===== src/fpid_pkg.sv =====
// Shared constants, register codes and types of the four-axis PID core.
package fpid_pkg;

	localparam int NUM_AXES = 4;
	localparam int AXIS_X   = 0;
	localparam int AXIS_Y   = 1;
	localparam int AXIS_Z   = 2;
	localparam int AXIS_YAW = 3;

	localparam int POS_W   = 20;
	localparam int ERR_W   = 21;
	localparam int DERR_W  = 22;
	localparam int GAIN_W  = 16;
	localparam int GAINS_W = 48;
	localparam int CMD_W   = 24;
	localparam int IDX_W   = 3;

	localparam int GAIN_P_LSB = 0;
	localparam int GAIN_I_LSB = 16;
	localparam int GAIN_D_LSB = 32;

	localparam int PROD_P_W = GAIN_W + 1 + ERR_W;
	localparam int PROD_D_W = GAIN_W + 1 + DERR_W;
	localparam int PROD_I_W = GAIN_W + 1 + POS_W;
	localparam int SUM_W    = 42;
	localparam int FRAC_W   = 12;
	localparam int RND_W    = SUM_W - FRAC_W;

	localparam logic [IDX_W-1:0] REG_GAINS_XY   = 3'd0;
	localparam logic [IDX_W-1:0] REG_GAINS_Z    = 3'd1;
	localparam logic [IDX_W-1:0] REG_GAINS_YAW  = 3'd2;
	localparam logic [IDX_W-1:0] REG_TARGET_X   = 3'd3;
	localparam logic [IDX_W-1:0] REG_TARGET_Y   = 3'd4;
	localparam logic [IDX_W-1:0] REG_TARGET_Z   = 3'd5;
	localparam logic [IDX_W-1:0] REG_TARGET_YAW = 3'd6;

	localparam logic [GAINS_W-1:0] GAINS_XY_RST  = 48'd880470985114;
	localparam logic [GAINS_W-1:0] GAINS_Z_RST   = 48'd819;
	localparam logic [GAINS_W-1:0] GAINS_YAW_RST = 48'd0;
	localparam logic [POS_W-1:0]   TARGET_Z_RST  = 20'd12288;

	localparam logic signed [POS_W-1:0] XY_INTEGRAL_LIMIT   = 20'sd204800;
	localparam logic signed [POS_W-1:0] ZYAW_INTEGRAL_LIMIT = 20'sd409600;

	localparam logic signed [SUM_W-1:0] ROUND_HALF = 42'sd2048;
	localparam logic signed [RND_W-1:0] CMD_MAX    = 30'sd8388607;
	localparam logic signed [RND_W-1:0] CMD_MIN    = -30'sd8388608;

	typedef struct packed {
		logic ld1;
		logic ld2;
		logic ld3;
	} fpid_ctrl_t;

	typedef struct packed {
		logic signed [PROD_P_W-1:0] p;
		logic signed [PROD_D_W-1:0] d;
		logic signed [PROD_I_W-1:0] i;
	} fpid_prod_t;

endpackage


===== src/fpid_out.sv =====
// Merge stage: sums each axis's products, rounds to Q12, saturates and registers the command.
module fpid_out (
	input  logic                                              clk,
	input  logic                                              ld,
	input  fpid_pkg::fpid_prod_t [fpid_pkg::NUM_AXES-1:0]     prod,
	output logic [fpid_pkg::NUM_AXES-1:0][fpid_pkg::CMD_W-1:0] cmd_vec
);

	logic signed [fpid_pkg::SUM_W-1:0] sum     [fpid_pkg::NUM_AXES];
	logic signed [fpid_pkg::SUM_W-1:0] rnd_full[fpid_pkg::NUM_AXES];
	logic signed [fpid_pkg::RND_W-1:0] rnd     [fpid_pkg::NUM_AXES];
	logic [fpid_pkg::NUM_AXES-1:0][fpid_pkg::CMD_W-1:0] cmd_d;
	logic [fpid_pkg::NUM_AXES-1:0][fpid_pkg::CMD_W-1:0] cmd_s4;

	always_comb begin
		for (int a = 0; a < fpid_pkg::NUM_AXES; a++) begin
			sum[a] = fpid_pkg::SUM_W'(prod[a].p) + fpid_pkg::SUM_W'(prod[a].d)
				+ fpid_pkg::SUM_W'(prod[a].i);
			// Adding one half and shifting arithmetically rounds half up.
			rnd_full[a] = (sum[a] + fpid_pkg::ROUND_HALF) >>> fpid_pkg::FRAC_W;
			rnd[a] = rnd_full[a][fpid_pkg::RND_W-1:0];
			priority if (rnd[a] > fpid_pkg::CMD_MAX) begin
				cmd_d[a] = fpid_pkg::CMD_MAX[fpid_pkg::CMD_W-1:0];
			end else if (rnd[a] < fpid_pkg::CMD_MIN) begin
				cmd_d[a] = fpid_pkg::CMD_MIN[fpid_pkg::CMD_W-1:0];
			end else begin
				cmd_d[a] = rnd[a][fpid_pkg::CMD_W-1:0];
			end
		end
	end

	always_ff @(posedge clk) begin
		if (ld) begin
			cmd_s4 <= cmd_d;
		end
	end

	assign cmd_vec = cmd_s4;

endmodule


===== config.mk =====
export PLATFORM = sky130hd
export DESIGN_NAME = fpid_out
export DESIGN_NICKNAME = d
export VERILOG_FILES = /design/src/fpid_pkg.sv /design/src/fpid_out.sv
export SDC_FILE = /design/constraint.sdc
export NUM_CORES = 1
export LEC_CHECK = 0
export ABC_AREA = 1
export BUFFER_PORTS_ARGS = -buffer_cell sky130_fd_sc_hd__clkbuf_2
export CAP_MARGIN = 20
export CORE_MARGIN = 4
export CORE_UTILIZATION = 49
export CTS_CLUSTER_SIZE = 40
export DETAILED_ROUTE_END_ITERATION = 8
export PLACE_DENSITY_LB_ADDON = 0.2
export SLEW_MARGIN = 20
export SYNTH_ARGS = -nofsm -noshare
export SYNTH_HDL_FRONTEND = slang
export SYNTH_SLANG_ARGS = --single-unit

===== constraint.sdc =====
create_clock -name clk -period 3.5 [get_ports clk]
set_input_delay 0.175 -clock clk [delete_from_list [all_inputs] [get_ports clk]]
set_output_delay 0.175 -clock clk [all_outputs]
set_load 0.02 [all_outputs]

==> out/metrics.cfg <==
[cells_and_area]
syn2layout_area_growth_pct=20.9
nFillCells=4498
post-route-util_pct=60.2
largest_reg_flops=96
drive_gt1_share_pct=17.6
layout.nets=5054
n_antenna_cell=0

[critical_path]
path_delay_family=adder cells
cp-endpoint=cmd_vec[22]
crit_path_frequent_cell=nand2_1
start_kind=input pin
worstPathRequired_ns=3.63
path_max_fanout=18
path_cells=clkbuf_2 > inv_1 > fa_1 > inv_1 > ha_1 > ha_1 > a21oi_1 > o21ai_0 > nand2_1 > nand2_1 > a21oi_1 > nand3_1 > nand2_1 > nand2_1 > inv_1 > nand2_1 > nor2_1 > nand2_1 > nand2_2 > buf_12 > nand2_1
cp.arrival_ns=3.27
critPathKind=in2reg
crit_start=prod[31]
cpPeakStageDelay_ns=0.53
critPathBufInv=5
critPathCaptureType=register
cp_num_cells=21
slowest_stage=fa_1

[clock_tree]
path_clk_slew_ns=0.08
post-cts-setup-buffers=0
clockRootBuffer=clkbuf_16
cts_sinks=96
cts_buffers=9
cts.hold.buffers_added=0
clock_path_buffers=2
cts_resized=0
h-tree-depth=3
cts_tree=done

[yosys]
syn-num-nets=4389
avgSynthCellArea_um2=6.37
synthFlopType=edfxtp_1
yosys_warnings=0
synthArstFlopShare_pct=0
synth_area_mm2=0.0221
synth_seq_cells=96
synthDistinctLibCells=35
synth-edff-count=96
syn_inst=3471
seq_area_frac_synth_pct=13.0

[floorplanning]
num_rows=77
fp.coreArea_mm2=0.0444
die_area_mm2=0.0486
ios=554
die_y_um=220
start_util_pct=49.8
die_x_um=220

[status]
run_status=completed

[sta]
finalWorstSetupSlack_ns=0.357
setup_viol=0
finalHoldViolCount=0
drv_slew=0
fin_hold_ws_ns=0.379
slew-limit-headroom_pct=49.5
fin_crit_sh_pct=89.8
max_clock_freq_mhz=318
rsz0062_at_grt=false
timing.final.crit_period_ns=3.14
max_slew.worst_pin.slew_ns=0.758

[routing]
drt_pass1_iterations=5
wl_per_cell_um=13.9
drc=0
antenna_left=0
viasPerCell=4.71
totalWireLength_um=65900
drtIter0Drc=1098
vias=22269

[worst_hold_path]
hold_path.class=in2reg

[power_and_ir_drop]
p_per_area_mw_per_mm2=469
ir_drop_mv=0.258
leakage_uw=0.0170

[placement]
io_buffers=553
gp_congestion=0.965
place_hpwl_um=59600
place_ws_ns=-0.00204

[grt]
grtUsageTotal_pct=26.3
grt_pass1_vias=21760
grt_overflow=0
grt_pass1_wl_um=104000
grt_max_degree=55
grt_antenna_before_repair=0

[flow_run]
cap_violations=0

synth_stat cells, types with 5 or more instances:
cell type	count	share of area, %
nor2_2	14	0.40
o21ai_0	47	1.1
nand3b_1	5	0.17
nor3_2	5	0.23
xnor2_1	45	1.8
fa_1	152	14
o21bai_1	24	0.82
nor3_1	20	0.45
nor2_1	266	4.5
edfxtp_1	96	13
nand4_1	25	0.71
nand2_2	10	0.28
xor2_1	43	1.7
nand3_2	7	0.32
nand2_1	1096	19
nand3_1	89	2.0
inv_1	1008	17
a31oi_1	26	0.74
a21oi_1	145	3.3
ha_1	308	17
buf_6	12	0.61
and2_1	5	0.14
power by group:
| group | internal (µW) | switching (µW) |
|---|---|---|
| logic | 3490 | 5880 |
| registers | 1880 | 182 |
| clock network | 563 | 533 |
| total | 5940 | 6600 |
area by class of cell:
class / instances / area [µm²] / share of cell area, %
clock buffers: 9 / 225 / 0.843
inverters: 1010 / 3790 / 14.2
multi-input cells: 2349 / 15300 / 57.1
flip-flops and latches: 96 / 2880 / 10.8
clock inverters: 7 / 77.6 / 0.290
well taps: 592 / 741 / 2.77
repair buffers: 670 / 3750 / 14.0
stage by stage:
step | std cells | TNS [ns] | power, µW | instance area (µm²)
final | 4733 | 0 | 12500 | 26700
after global routing | 4733 | 0 | 13800 | 26700
after CTS | 4733 | 0 | 12500 | 26700
after detailed placement | 4717 | -0.00204 | 11400 | 26400
after global placement | 4717 | -0.0421 | 11400 | 26400
after floorplan | 3471 | 0 | 8180 | 22100
layer usage:
| layer | track usage, % | wire length, µm |
|---|---|---|
| met5 | 0 | 0 |
| met4 | 5.69 | 1280 |
| met3 | 3.38 | 3810 |
| met2 | 47.0 | 32000 |
| met1 | 34.2 | 28800 |
cell families (layout without fill, tap and decap cells):
family / after synthesis / in the layout / synth area share [%]
flops: 96 / 96 / 13.0
fa+ha+maj: 460 / 460 / 31.2
xor+xnor: 88 / 88 / 3.49
buf+inv: 1026 / 1696 / 17.9
simple gates: 1553 / 1553 / 28.2
compound gates: 248 / 248 / 6.11
how the worst min path moves through the flow:
stage,start,endpoint,slack (ns),depth (start not counted)
floorplan,ld,cmd_vec[0],0.29,0
global placement,cmd_vec[29],cmd_vec[29],0.64,1
detailed placement,cmd_vec[30],cmd_vec[30],0.64,1
CTS,ld,cmd_vec[1],0.38,1
global route,ld,cmd_vec[1],0.40,1
finish,ld,cmd_vec[1],0.38,1
placed cells by master, fill, tap and decap left out, types with 20 or more instances in the layout:
cell type / synthesis / routed
nand3_1: 89 / 89
a21oi_1: 145 / 145
xnor2_1: 45 / 45
o21ai_0: 47 / 47
edfxtp_1: 96 / 96
nor3_1: 20 / 20
nand4_1: 25 / 25
a31oi_1: 26 / 26
o21bai_1: 24 / 24
ha_1: 308 / 308
nand2_1: 1096 / 1096
buf_4: 4 / 110
fa_1: 152 / 152
clkbuf_2: 0 / 552
xor2_1: 43 / 43
nor2_1: 266 / 266
inv_1: 1008 / 1008
Note: power is estimated with default switching activity, not from simulation.
