--- src/fpid_pkg.sv ---
// Shared constants, register codes and types of the four-axis PID core.
package fpid_pkg;

	localparam int NUM_AXES = 4;
	localparam int AXIS_X   = 0;
	localparam int AXIS_Y   = 1;
	localparam int AXIS_Z   = 2;
	localparam int AXIS_YAW = 3;

	localparam int POS_W   = 20;
	localparam int ERR_W   = 21;
	localparam int DERR_W  = 22;
	localparam int GAIN_W  = 16;
	localparam int GAINS_W = 48;
	localparam int CMD_W   = 24;
	localparam int IDX_W   = 3;

	localparam int GAIN_P_LSB = 0;
	localparam int GAIN_I_LSB = 16;
	localparam int GAIN_D_LSB = 32;

	localparam int PROD_P_W = GAIN_W + 1 + ERR_W;
	localparam int PROD_D_W = GAIN_W + 1 + DERR_W;
	localparam int PROD_I_W = GAIN_W + 1 + POS_W;
	localparam int SUM_W    = 42;
	localparam int FRAC_W   = 12;
	localparam int RND_W    = SUM_W - FRAC_W;

	localparam logic [IDX_W-1:0] REG_GAINS_XY   = 3'd0;
	localparam logic [IDX_W-1:0] REG_GAINS_Z    = 3'd1;
	localparam logic [IDX_W-1:0] REG_GAINS_YAW  = 3'd2;
	localparam logic [IDX_W-1:0] REG_TARGET_X   = 3'd3;
	localparam logic [IDX_W-1:0] REG_TARGET_Y   = 3'd4;
	localparam logic [IDX_W-1:0] REG_TARGET_Z   = 3'd5;
	localparam logic [IDX_W-1:0] REG_TARGET_YAW = 3'd6;

	localparam logic [GAINS_W-1:0] GAINS_XY_RST  = 48'd880470985114;
	localparam logic [GAINS_W-1:0] GAINS_Z_RST   = 48'd819;
	localparam logic [GAINS_W-1:0] GAINS_YAW_RST = 48'd0;
	localparam logic [POS_W-1:0]   TARGET_Z_RST  = 20'd12288;

	localparam logic signed [POS_W-1:0] XY_INTEGRAL_LIMIT   = 20'sd204800;
	localparam logic signed [POS_W-1:0] ZYAW_INTEGRAL_LIMIT = 20'sd409600;

	localparam logic signed [SUM_W-1:0] ROUND_HALF = 42'sd2048;
	localparam logic signed [RND_W-1:0] CMD_MAX    = 30'sd8388607;
	localparam logic signed [RND_W-1:0] CMD_MIN    = -30'sd8388608;

	typedef struct packed {
		logic ld1;
		logic ld2;
		logic ld3;
	} fpid_ctrl_t;

	typedef struct packed {
		logic signed [PROD_P_W-1:0] p;
		logic signed [PROD_D_W-1:0] d;
		logic signed [PROD_I_W-1:0] i;
	} fpid_prod_t;

endpackage

--- src/fpid_lane.sv ---
// One axis of the PID core: error, clamped integral, derivative and the three gain products.
module fpid_lane (
	input  logic                                  clk,
	input  logic                                  arst_n,
	input  fpid_pkg::fpid_ctrl_t                  ctrl,
	input  logic signed [fpid_pkg::POS_W-1:0]     target,
	input  logic signed [fpid_pkg::POS_W-1:0]     meas,
	input  logic [fpid_pkg::GAINS_W-1:0]          gains,
	input  logic signed [fpid_pkg::POS_W-1:0]     limit,
	output fpid_pkg::fpid_prod_t                  prod
);

	logic signed [fpid_pkg::ERR_W-1:0]  e_s1;
	logic signed [fpid_pkg::ERR_W-1:0]  e_s2;
	logic signed [fpid_pkg::DERR_W-1:0] de_s2;
	logic signed [fpid_pkg::POS_W-1:0]  acc_s2;
	logic signed [fpid_pkg::POS_W-1:0]  integ_q;
	logic signed [fpid_pkg::ERR_W-1:0]  prev_err_q;
	fpid_pkg::fpid_prod_t               prod_s3;

	logic signed [fpid_pkg::DERR_W-1:0] acc_sum;
	logic signed [fpid_pkg::DERR_W-1:0] lim_pos;
	logic signed [fpid_pkg::DERR_W-1:0] lim_neg;
	logic signed [fpid_pkg::POS_W-1:0]  acc_cl;
	logic signed [fpid_pkg::DERR_W-1:0] de;
	logic signed [fpid_pkg::GAIN_W:0]   kp;
	logic signed [fpid_pkg::GAIN_W:0]   ki;
	logic signed [fpid_pkg::GAIN_W:0]   kd;

	always_comb begin
		acc_sum = {{2{integ_q[fpid_pkg::POS_W-1]}}, integ_q} + {e_s1[fpid_pkg::ERR_W-1], e_s1};
		lim_pos = {{2{limit[fpid_pkg::POS_W-1]}}, limit};
		lim_neg = -lim_pos;
		priority if (acc_sum >= lim_pos) begin
			acc_cl = limit;
		end else if (acc_sum <= lim_neg) begin
			acc_cl = -limit;
		end else begin
			acc_cl = acc_sum[fpid_pkg::POS_W-1:0];
		end
		de = {e_s1[fpid_pkg::ERR_W-1], e_s1} - {prev_err_q[fpid_pkg::ERR_W-1], prev_err_q};
		kp = $signed({1'b0, gains[fpid_pkg::GAIN_P_LSB +: fpid_pkg::GAIN_W]});
		ki = $signed({1'b0, gains[fpid_pkg::GAIN_I_LSB +: fpid_pkg::GAIN_W]});
		kd = $signed({1'b0, gains[fpid_pkg::GAIN_D_LSB +: fpid_pkg::GAIN_W]});
	end

	// The integral and the previous error move with the item leaving stage one,
	// so the next sample in stage one always sees them already updated.
	always_ff @(posedge clk or negedge arst_n) begin
		if (!arst_n) begin
			integ_q    <= '0;
			prev_err_q <= '0;
		end else if (ctrl.ld2) begin
			integ_q    <= acc_cl;
			prev_err_q <= e_s1;
		end
	end

	always_ff @(posedge clk) begin
		if (ctrl.ld1) begin
			e_s1 <= {target[fpid_pkg::POS_W-1], target} - {meas[fpid_pkg::POS_W-1], meas};
		end
		if (ctrl.ld2) begin
			e_s2   <= e_s1;
			de_s2  <= de;
			acc_s2 <= acc_cl;
		end
		if (ctrl.ld3) begin
			prod_s3.p <= kp * e_s2;
			prod_s3.d <= kd * de_s2;
			prod_s3.i <= ki * acc_s2;
		end
	end

	assign prod = prod_s3;

endmodule

--- config.mk ---
export PLATFORM = sky130hd
export DESIGN_NAME = fpid_lane
export DESIGN_NICKNAME = d
export VERILOG_FILES = /design/src/fpid_pkg.sv /design/src/fpid_lane.sv
export SDC_FILE = /design/constraint.sdc
export NUM_CORES = 2
export LEC_CHECK = 0
export BUFFER_PORTS_ARGS = -buffer_cell sky130_fd_sc_hd__buf_2
export CORE_UTILIZATION = 64
export CTS_BUF_LIST = sky130_fd_sc_hd__clkbuf_4
export CTS_CLUSTER_DIAMETER = 50
export DETAILED_ROUTE_END_ITERATION = 7
export PLACE_DENSITY = 0.82
export SYNTH_ARGS = -nofsm -noshare
export SYNTH_HDL_FRONTEND = slang
export SYNTH_SLANG_ARGS = --single-unit
--- constraint.sdc ---
create_clock -name clk -period 8.72 [get_ports clk]
set_input_delay 1.308 -clock clk [delete_from_list [all_inputs] [get_ports clk]]
set_output_delay 1.308 -clock clk [all_outputs]
set_load 0.05 [all_outputs]
==> summary.txt <==
GRT
  – Grt total ovfl: 0
  – Vias in the first global route: 39036
  – First-pass GRT wire length: 194000 um
  – Largest net degree at the start of global routing: 78
  – Initial antenna violation count: 33
  – Gr usage total: 31.4%

Cells and area
  – Multi-input logic area: 0.0370 sq mm
  – Share of layout cells above drive strength 1: 7.34%
  – FILL cells: 5915
  – Non-Filler Instances: 6500
  – FF/Latch Area: 0.00697 sq mm
  – Nets: 6904
  – Area growth syn-to-layout: 5.76%

Timing
  – Total Neg Setup Slack: 0 ps
  – Max-slew violation count: 0
  – Min Tclk post-route: 7310 ps
  – Fin crit share: 83.8%
  – RSZ-0062 raised after global routing: no
  – Peak Freq: 137 MHz
  – Max_slew headroom: 25.2%
  – Final hold viol count: 0
  – Worst Max-Slew Pin Slew: 1120 ps
  – Skew final: 82.6 ps
  – Finish-stage setup viols: 0

Clock network
  – Post-cts sizing count: 0
  – Worst-case clock buffer depth: 3
  – Number of post-CTS setup repair buffers: 0
  – TritonCTS clock tree: done
  – Reg clk slew, reported paths: 60 ps
  – Clk sink count: 239
  – H-tree depth: 3
  – Total CTS buffers: 74
  – Clk Latency, worst-skew pair: 880 ps
  – Root Driver: clkbuf_4
  – Hold Buf Count CTS: 0

Placed design
  – Detailed placement HPWL: 92900 um
  – Port bufs: 226
  – Placed insts: 6346
  – Routability Congestion: 0.926

Logic synthesis
  – Synth top area share: 40.7%
  – Syn nets: 6773
  – Post-synthesis sequential area ratio: 14.1%
  – Synth top cells by count: 1304 x inv_1, 1008 x fa_1, 713 x nand2_1
  – Most frequent cell after synthesis: inv_1
  – Synth warn: 0
  – Yosys reg bits: 239
  – Synth area leaders: fa_1 41%, edfxtp_1 12%, inv_1 9.9%, ha_1 9.9%, nand2_1 5.4%
  – Largest family of logic cells by synthesized area: adder cells
  – Simple-gate share of the synthesized area: 14.1%
  – Yosys top cell by area: fa_1
  – Mux cell area share after synthesis: 0.469%
  – Synth unique cells: 80
  – Compound-cell area share of the yosys netlist: 6.32%
  – Mean Syn Cell Area: 9.42 sq um
  – Post-synth EDFFs: 198
  – Xor/xnor share of the synthesized area: 3.18%
  – Mapped cell area: 0.0496 sq mm
  – Async SR Flop Fraction: 17.2%
  – Top FF cell, synth: edfxtp_1
  – Post-Synthesis Cells: 5261
  – Post-synthesis adder-cell area fraction: 50.6%

Flow run
  – Max Cap Viol: 0

Die
  – Cell Rows: 101
  – Die width: 280 um
  – Die area: 0.0786 sq mm
  – Core ar.: 0.0763 sq mm
  – DIE HEIGHT: 280 um
  – Starting Density: 64.9%
  – Num ports: 227

Critical path
  – RR Startpoint: e_s2[20]$_DFFE_PP_
  – Kind of start point of the critical path: flip-flop
  – Worst Setup SP: e_s2[20]$_DFFE_PP_
  – R2r setup slk: 1410 ps
  – End of the critical path: prod[113]$_DFFE_PP_
  – Crit path max fanout: 16
  – Crit path DAT: 7910 ps
  – Crit end category: flip-flop
  – Reg2Reg Depth: 20
  – WS Path Type: reg2reg
  – End of the worst register-to-register path: prod[113]$_DFFE_PP_
  – Critical Path RT: 9320 ps

Detailed routing
  – Post-route ant nets: 0
  – Pre-Repair DR Iteration Count: 7
  – Drt initial violations: 2467
  – Routed wire length: 116000 um
  – DR DRC count: 0
  – DR WL/cell: 17.8 um
  – Detailed-route via count: 36162
  – DR vias/cell: 5.56

Worst hold path
  – Hold crit path type: reg2reg

Outcome
  – Outcome: finished clean
-- area by class of cell --
| cell class | instances | share of cell area (%) |
|---|---|---|
| repair buffers | 237 | 2.33 |
| clock buffers | 104 | 1.49 |
| inverters | 1306 | 9.35 |
| multi-input cells | 3534 | 70.6 |
| flip-flops and latches | 239 | 13.3 |
| diodes | 20 | 0.0955 |
| clock inverters | 30 | 0.327 |
| well taps | 1030 | 2.46 |
-- state kept, by name (all words and copies together) (netlist names) --
| register | cells |
|---|---|
| prod | 114 |
| de_s2 | 22 |
| e_s1 | 21 |
| e_s2 | 21 |
| prev_err_q | 21 |
| acc_s2 | 20 |
| integ_q | 20 |
-- layer usage --
layer | vias to the layer above | routed length, um | track usage (%)
li1 | 16155 | - | -
met1 | 18081 | 42100 | 37.6
met2 | 1464 | 57900 | 53.2
met3 | 430 | 9380 | 6.57
met4 | 32 | 6380 | 16.9
met5 | - | 220 | 0
-- how the worst min path moves through the flow --
stage                                   start                   endpoint  slack [ps]  cells after the start
floorplan             integ_q[18]$_DFFE_PN0P_    integ_q[18]$_DFFE_PN0P_         470                      1
finish              prev_err_q[0]$_DFFE_PN0P_  prev_err_q[0]$_DFFE_PN0P_         510                      1
detailed placement  prev_err_q[0]$_DFFE_PN0P_  prev_err_q[0]$_DFFE_PN0P_         500                      1
CTS                 prev_err_q[0]$_DFFE_PN0P_  prev_err_q[0]$_DFFE_PN0P_         520                      1
global route           integ_q[9]$_DFFE_PN0P_     integ_q[9]$_DFFE_PN0P_         530                      1
global placement       integ_q[0]$_DFFE_PN0P_     integ_q[0]$_DFFE_PN0P_         490                      2
-- worst max-delay path, stage by stage (launching register included) --
cell	delay, ps
edfxtp_1	800
nand2_1	270
fa_1	800
fa_1	470
inv_1	90
fa_1	450
fa_1	510
fa_1	510
inv_1	60
fa_1	470
inv_1	40
ha_1	330
clkinv_1	130
or3_1	420
a221oi_2	170
o21ai_1	170
a2111oi_2	550
a21oi_1	230
o311ai_1	330
a21oi_1	120
xnor2_1	130
-- placed cells by master, fill, tap and decap left out, types with 38 or more instances in the layout --
cell type	netlist	layout
ha_1	391	391
o21ai_0	74	74
nand3_1	38	38
xnor2_1	140	140
fa_1	1008	1008
dfrtp_1	41	41
inv_1	1304	1304
and2_1	423	423
a21oi_1	117	117
edfxtp_1	198	198
buf_2	5	224
clkbuf_4	0	104
nor2_1	132	132
xor2_1	40	40
nand2_1	713	713
a21o_1	74	74
-- logic make-up (layout without fill, tap and decap cells) --
logic type,Yosys count,after routing
simple gates,1460,1460
compound gates,474,474
xor+xnor,180,180
fa+ha+maj,1399,1399
flops,239,239
other cells,0,20
mux,21,21
buf+inv,1488,1677
-- stage by stage --
| stage | setup slack [ps] | cell area, sq um | hold WS, ps | utilization (%) |
|---|---|---|---|---|
| floorplan | 1450 | 49600 | 466 | - |
| global placement | 663 | 51400 | 495 | 67.4 |
| detailed placement | 592 | 51400 | 501 | 67.4 |
| CTS | 1480 | 52400 | 515 | 68.6 |
| global route | 1060 | 52400 | 532 | 68.7 |
| finish | 1410 | 52400 | 512 | 68.7 |
Power is left out: the tool's default activity adds up to more than one toggle a clock period on the data nets, which glitch-free logic cannot reach.
